<file path="src/rtl/uvs_pkg.sv">
// Shared types, constants and helper functions of the UV sphere vertex generator.
package uvs_pkg;

  localparam int CORDIC_STEPS_DEF = 16;
  localparam int DIV_W = 33;
  localparam int ANG_W = 24;
  localparam int TEX_W = 16;
  localparam int CS_W = 33;
  localparam int Z_W = 27;
  localparam int TRIG_W = 32;
  localparam int POST_LAT = 4;

  localparam logic [8:0] MIN_STACKS = 9'd2;
  localparam logic [8:0] MAX_STACKS = 9'd256;
  localparam logic [8:0] MIN_SLICES = 9'd3;
  localparam logic [8:0] MAX_SLICES = 9'd256;

  localparam logic [15:0] RADIUS_RST = 16'd256;
  localparam logic [8:0] STACKS_RST = 9'd20;
  localparam logic [8:0] SLICES_RST = 9'd20;

  localparam logic [29:0] CORDIC_X0 = 30'd652032874;
  localparam logic [26:0] RAD_SCALE = 27'd105414357;

  localparam logic signed [15:0] NORM_ONE = 16'sd16384;

  typedef enum logic [1:0] {
    REG_RADIUS = 2'd0,
    REG_STACKS = 2'd1,
    REG_SLICES = 2'd2
  } cfg_reg_e;

  typedef enum logic [1:0] {
    PT_INTERIOR = 2'd0,
    PT_NORTH    = 2'd1,
    PT_SOUTH    = 2'd2,
    PT_ERROR    = 2'd3
  } point_class_e;

  typedef struct packed {
    point_class_e cls;
    logic [16:0]  vidx;
  } vtx_meta_t;

  typedef struct packed {
    vtx_meta_t   meta;
    logic [15:0] tex_u;
    logic [15:0] tex_v;
  } vtx_side_t;

  function automatic logic signed [Z_W-1:0] atan_q24(input logic [4:0] idx);
    logic signed [Z_W-1:0] r;
    case (idx)
      5'd0:    r = 27'sd13176795;
      5'd1:    r = 27'sd7778716;
      5'd2:    r = 27'sd4110060;
      5'd3:    r = 27'sd2086331;
      5'd4:    r = 27'sd1047214;
      5'd5:    r = 27'sd524117;
      5'd6:    r = 27'sd262123;
      5'd7:    r = 27'sd131069;
      5'd8:    r = 27'sd65536;
      5'd9:    r = 27'sd32768;
      5'd10:   r = 27'sd16384;
      5'd11:   r = 27'sd8192;
      5'd12:   r = 27'sd4096;
      5'd13:   r = 27'sd2048;
      5'd14:   r = 27'sd1024;
      5'd15:   r = 27'sd512;
      5'd16:   r = 27'sd256;
      5'd17:   r = 27'sd128;
      5'd18:   r = 27'sd64;
      5'd19:   r = 27'sd32;
      5'd20:   r = 27'sd16;
      5'd21:   r = 27'sd8;
      5'd22:   r = 27'sd4;
      5'd23:   r = 27'sd2;
      default: r = 27'sd0;
    endcase
    return r;
  endfunction

  function automatic logic signed [16:0] sat_pos(input logic signed [63:0] v);
    logic signed [16:0] r;
    if (v < -64'sd65536) begin
      r = -17'sd65536;
    end else if (v > 64'sd65535) begin
      r = 17'sd65535;
    end else begin
      r = 17'(v);
    end
    return r;
  endfunction

  function automatic logic signed [15:0] sat_norm(input logic signed [63:0] v);
    logic signed [15:0] r;
    if (v < -64'sd16384) begin
      r = -16'sd16384;
    end else if (v > 64'sd16384) begin
      r = 16'sd16384;
    end else begin
      r = 16'(v);
    end
    return r;
  endfunction

endpackage

</file>
<file path="src/rtl/uvs_div_pipe.sv">
// Pipelined restoring divider by a 9-bit divisor, one quotient bit per stage.
module uvs_div_pipe #(
  parameter int DW = uvs_pkg::DIV_W,
  parameter int QW = uvs_pkg::ANG_W
) (
  input  logic          clk_i,
  input  logic          en_i,
  input  logic [DW-1:0] dividend_i,
  input  logic [8:0]    divisor_i,
  output logic [QW-1:0] quot_o
);

  logic [8:0]    rem_q [DW];
  logic [DW-1:0] num_q [DW];
  logic [QW-1:0] quo_q [DW];

  for (genvar k = 0; k < DW; k++) begin : g_stage
    logic [8:0]    rem_p;
    logic [DW-1:0] num_p;
    logic [QW-1:0] quo_p;
    logic [9:0]    trial;
    logic          ge;
    logic [8:0]    rem_d;

    if (k == 0) begin : g_first
      assign rem_p = '0;
      assign num_p = dividend_i;
      assign quo_p = '0;
    end else begin : g_next
      assign rem_p = rem_q[k-1];
      assign num_p = num_q[k-1];
      assign quo_p = quo_q[k-1];
    end

    assign trial = {rem_p, num_p[DW-1]};
    assign ge    = trial >= {1'b0, divisor_i};
    assign rem_d = ge ? 9'(trial - {1'b0, divisor_i}) : trial[8:0];

    always_ff @(posedge clk_i) begin
      if (en_i) begin
        rem_q[k] <= rem_d;
        num_q[k] <= num_p << 1;
        quo_q[k] <= {quo_p[QW-2:0], ge};
      end
    end
  end

  assign quot_o = quo_q[DW-1];

endmodule

</file>
<file path="config.mk">
export PLATFORM = sky130hd
export DESIGN_NAME = uvs_div_pipe
export DESIGN_NICKNAME = d
export VERILOG_FILES = /design/src/rtl/uvs_pkg.sv /design/src/rtl/uvs_div_pipe.sv
export SDC_FILE = /design/constraint.sdc
export NUM_CORES = 1
export LEC_CHECK = 0
export ABC_CLOCK_PERIOD_IN_PS = 5800
export BUFFER_PORTS_ARGS = -buffer_cell sky130_fd_sc_hd__buf_2
export CORE_ASPECT_RATIO = 0.8
export CORE_UTILIZATION = 60
export CTS_BUF_LIST = sky130_fd_sc_hd__clkbuf_8
export DETAILED_ROUTE_END_ITERATION = 8
export MAX_ROUTING_LAYER = met4
export PLACE_DENSITY_LB_ADDON = 0.2
export SYNTH_ARGS = -nofsm -noshare
export SYNTH_HDL_FRONTEND = slang
export SYNTH_SLANG_ARGS = --single-unit
</file>
<file path="constraint.sdc">
create_clock -name clk_i -period 5.8 [get_ports clk_i]
set_input_delay 1.16 -clock clk_i [delete_from_list [all_inputs] [get_ports clk_i]]
set_output_delay 1.16 -clock clk_i [all_outputs]
set_load 0.05 [all_outputs]
</file>
==> flow_summary.ini <==
[run_status]
run_status = finished, final reports clean

[placement]
place_congestion = 0.916
dpl_cell_area_um2 = 51600
placed_cells = 4375
portBuffers = 67
preCtsSetupSlack_ps = 1460
dp_hpwl_mm = 56.1

[cts]
clk_pin_slew_worst_paths_ps = 60
clock_sinks = 1116
clk_path_buf_depth = 3
cts_hold_buf = 0
cts_max_level = 4
tritoncts = built
numCtsBuffers = 167
root_buffer = clkbuf_8
cts-resized-gates = 0
post-cts-setup-buffers = 0
clk_latency_ps = 820

[critical_path]
worstPathMaxFanout = 17
crit_chain = buf_2 -> inv_2 -> buf_4 -> ha_1 -> a21o_1 -> a21oi_2 -> o21ai_2 -> a41oi_4 -> mux2_2
cpLargestDelayFamily = buffers and inverters
cp.required_ps = 6350
arrival_ps = 4110
criticalPathCategory = input pin to register
max_stage_delay_ps = 540
cp_num_buf_inv = 3
startpoint_type = input pin
crit_slowest_cell = inv_2
cp-end-kind = register

[yosys]
seq_area_frac_synth_pct = 67.7
synth_ff_type = edfxtp_1
ys_ff_latch = 1116
synth_edf_count = 1116
syn-instance-count = 3190
yosysTopAreaCell = edfxtp_1
async_reset_ff_share_pct = 0
ys.warnings.count = 0
avgSynthCellArea_um2 = 15.5
synth_top_area_share_pct = 67.7
yosysMostFrequentCell = edfxtp_1
synth_cell_types = 76
syn-num-nets = 3555
netlist_area_um2 = 49500
synthTopCellsByArea = edfxtp_1 68%, ha_1 7.3%, mux2_2 3.9%, a21oi_1 2.1%, xnor2_1 1.8%
synth_common_cells = 1,116 x edfxtp_1, 290 x ha_1, 209 x a21oi_1

[layout]
drive_gt1_share_pct = 15.3
syn2layout_area_growth_pct = 10.5
final_area_um2 = 54700
fin_cells = 4675
fin_util_pct = 67.4
nNetsFinal = 3817

[route]
dr.pass1.iters = 7
first_iter_violations = 1653
num_vias = 27100
vias_per_cell = 5.79
drc = 0
wl_per_cell_um = 18.8
detail-route-antenna-nets = 0
wl_mm = 87.8

[power]
switchingPower_mw = 8.44
p_total_mw = 26.5
power_frac_clock_pct = 22.5
powerDensity_nw_per_um2 = 485
ir_drop_mv = 0.268
power.internal_mw = 18.1
power_frac_comb_pct = 33.5
leakage_nw = 20.4
pwr-share-seq_pct = 44.1
p_sw_share_pct = 31.8

[sta]
tns_ps = 0
finalHoldViolCount = 0
finalSetupViolCount = 0
rsz0062_at_grt = false
fin_skew_ps = 31.0
fin_crit_ps = 3560
fmax_mhz = 281
period_share_pct = 61.4
final_max_slew_viol_count = 0
finalWorstSetupSlack_ps = 2240
fin_hold_ws_ps = 403
worst_pin_slew_ps = 1010
slew-limit-headroom_pct = 32.6

[floorplan]
die-area_um2 = 83700
dieWidth_um = 323
core_area_um2 = 81100
io_pins = 68
rows = 93
fp.dieH_um = 259
start_util_pct = 61.1

[grt]
grt_overflow_total = 0
grt_max_degree = 142
antenna_found_initial = 1
grt_pass1_wl_mm = 142
grt_pass1_vias = 27300
grt_use_total_pct = 22.2

[flow_run]
cap_viol_max_count = 0

[hold_path]
hold_path_class = register to register
## path summary, 6_finish.rpt
check / startpoint / end / slack (ps) / cells past startpoint
hold reg to reg: num_q[0][74] / num_q[0][107] / 400 / 0
setup reg to reg: num_q[0][607] / rem_q[0][177] / 3140 / 10
hold / removal: num_q[0][74] / num_q[0][107] / 400 / 0
setup / recovery: divisor_i[4] / rem_q[0][12] / 2240 / 9
## final cells by class
cell class                 instances  area (µm²)
clock buffer                     169        2330
timing repair buffer             110         806
sequential                      1116       33500
tap                             1092        1370
inverter                         175         663
multi-input combinational       1882       15200
antenna                            2        5.00
fill                            5526       26400
clock inverter                   129         777
## registers in the layout, indices dropped and copies added, names as in the netlist
| signal | count |
|---|---|
| num_q | 528 |
| quo_q | 300 |
| rem_q | 288 |
## power by group through the flow
| stage | registers, mW | logic (mW) | clock network [mW] |
|---|---|---|---|
| 6_report | 11.7 | 8.88 | 5.97 |
| 3_3_place_gp | 11.8 | 8.48 | 0 |
| 4_1_cts | 11.7 | 8.82 | 6.18 |
| 2_1_floorplan | 11.5 | 6.94 | 0 |
| 5_1_grt | 11.8 | 9.84 | 6.51 |
| 3_5_place_dp | 11.8 | 8.73 | 0 |
## placed cells by master (no fill, tap or decap), types with 32 or more instances in the layout
master and n:
edfxtp_1 1116, ha_1 290, a21oi_1 209, inv_1 206, mux2_2 170, clkbuf_8 169, nor2_1 142, xnor2_1 102
a21o_1 73, nand2_1 71, nand3_1 69, a21boi_0 69, buf_2 66, o21a_1 64, nor3_1 64, o21ai_0 63
o31ai_1 41, mux2i_1 41, o211ai_1 37, clkinv_1 35, nor2b_1 34, buf_4 32
## metal layers
metal	global-route usage, %	vias to the layer above	part of all wire (%)
met4	7.79	0	2.2
li1	-	13100	-
met1	31.7	13200	48
met3	3.92	160	4.8
met2	32.3	682	45
met5	-	-	0
## logic make-up (layout without fill, tap and decap cells)
kind of cell,count (synthesis),in the layout,synth area share (%)
other,0,2,0
flip-flops,1116,1116,67.7
multiplexers,219,219,4.92
AND/OR/NAND/NOR,507,507,5.20
AO/OA/AOI/OAI,716,716,9.99
buffers and inverters,192,583,1.53
XOR/XNOR,119,119,2.10
adder cells (fa/ha/maj),321,321,8.58
(Power assumes the default switching activity.)
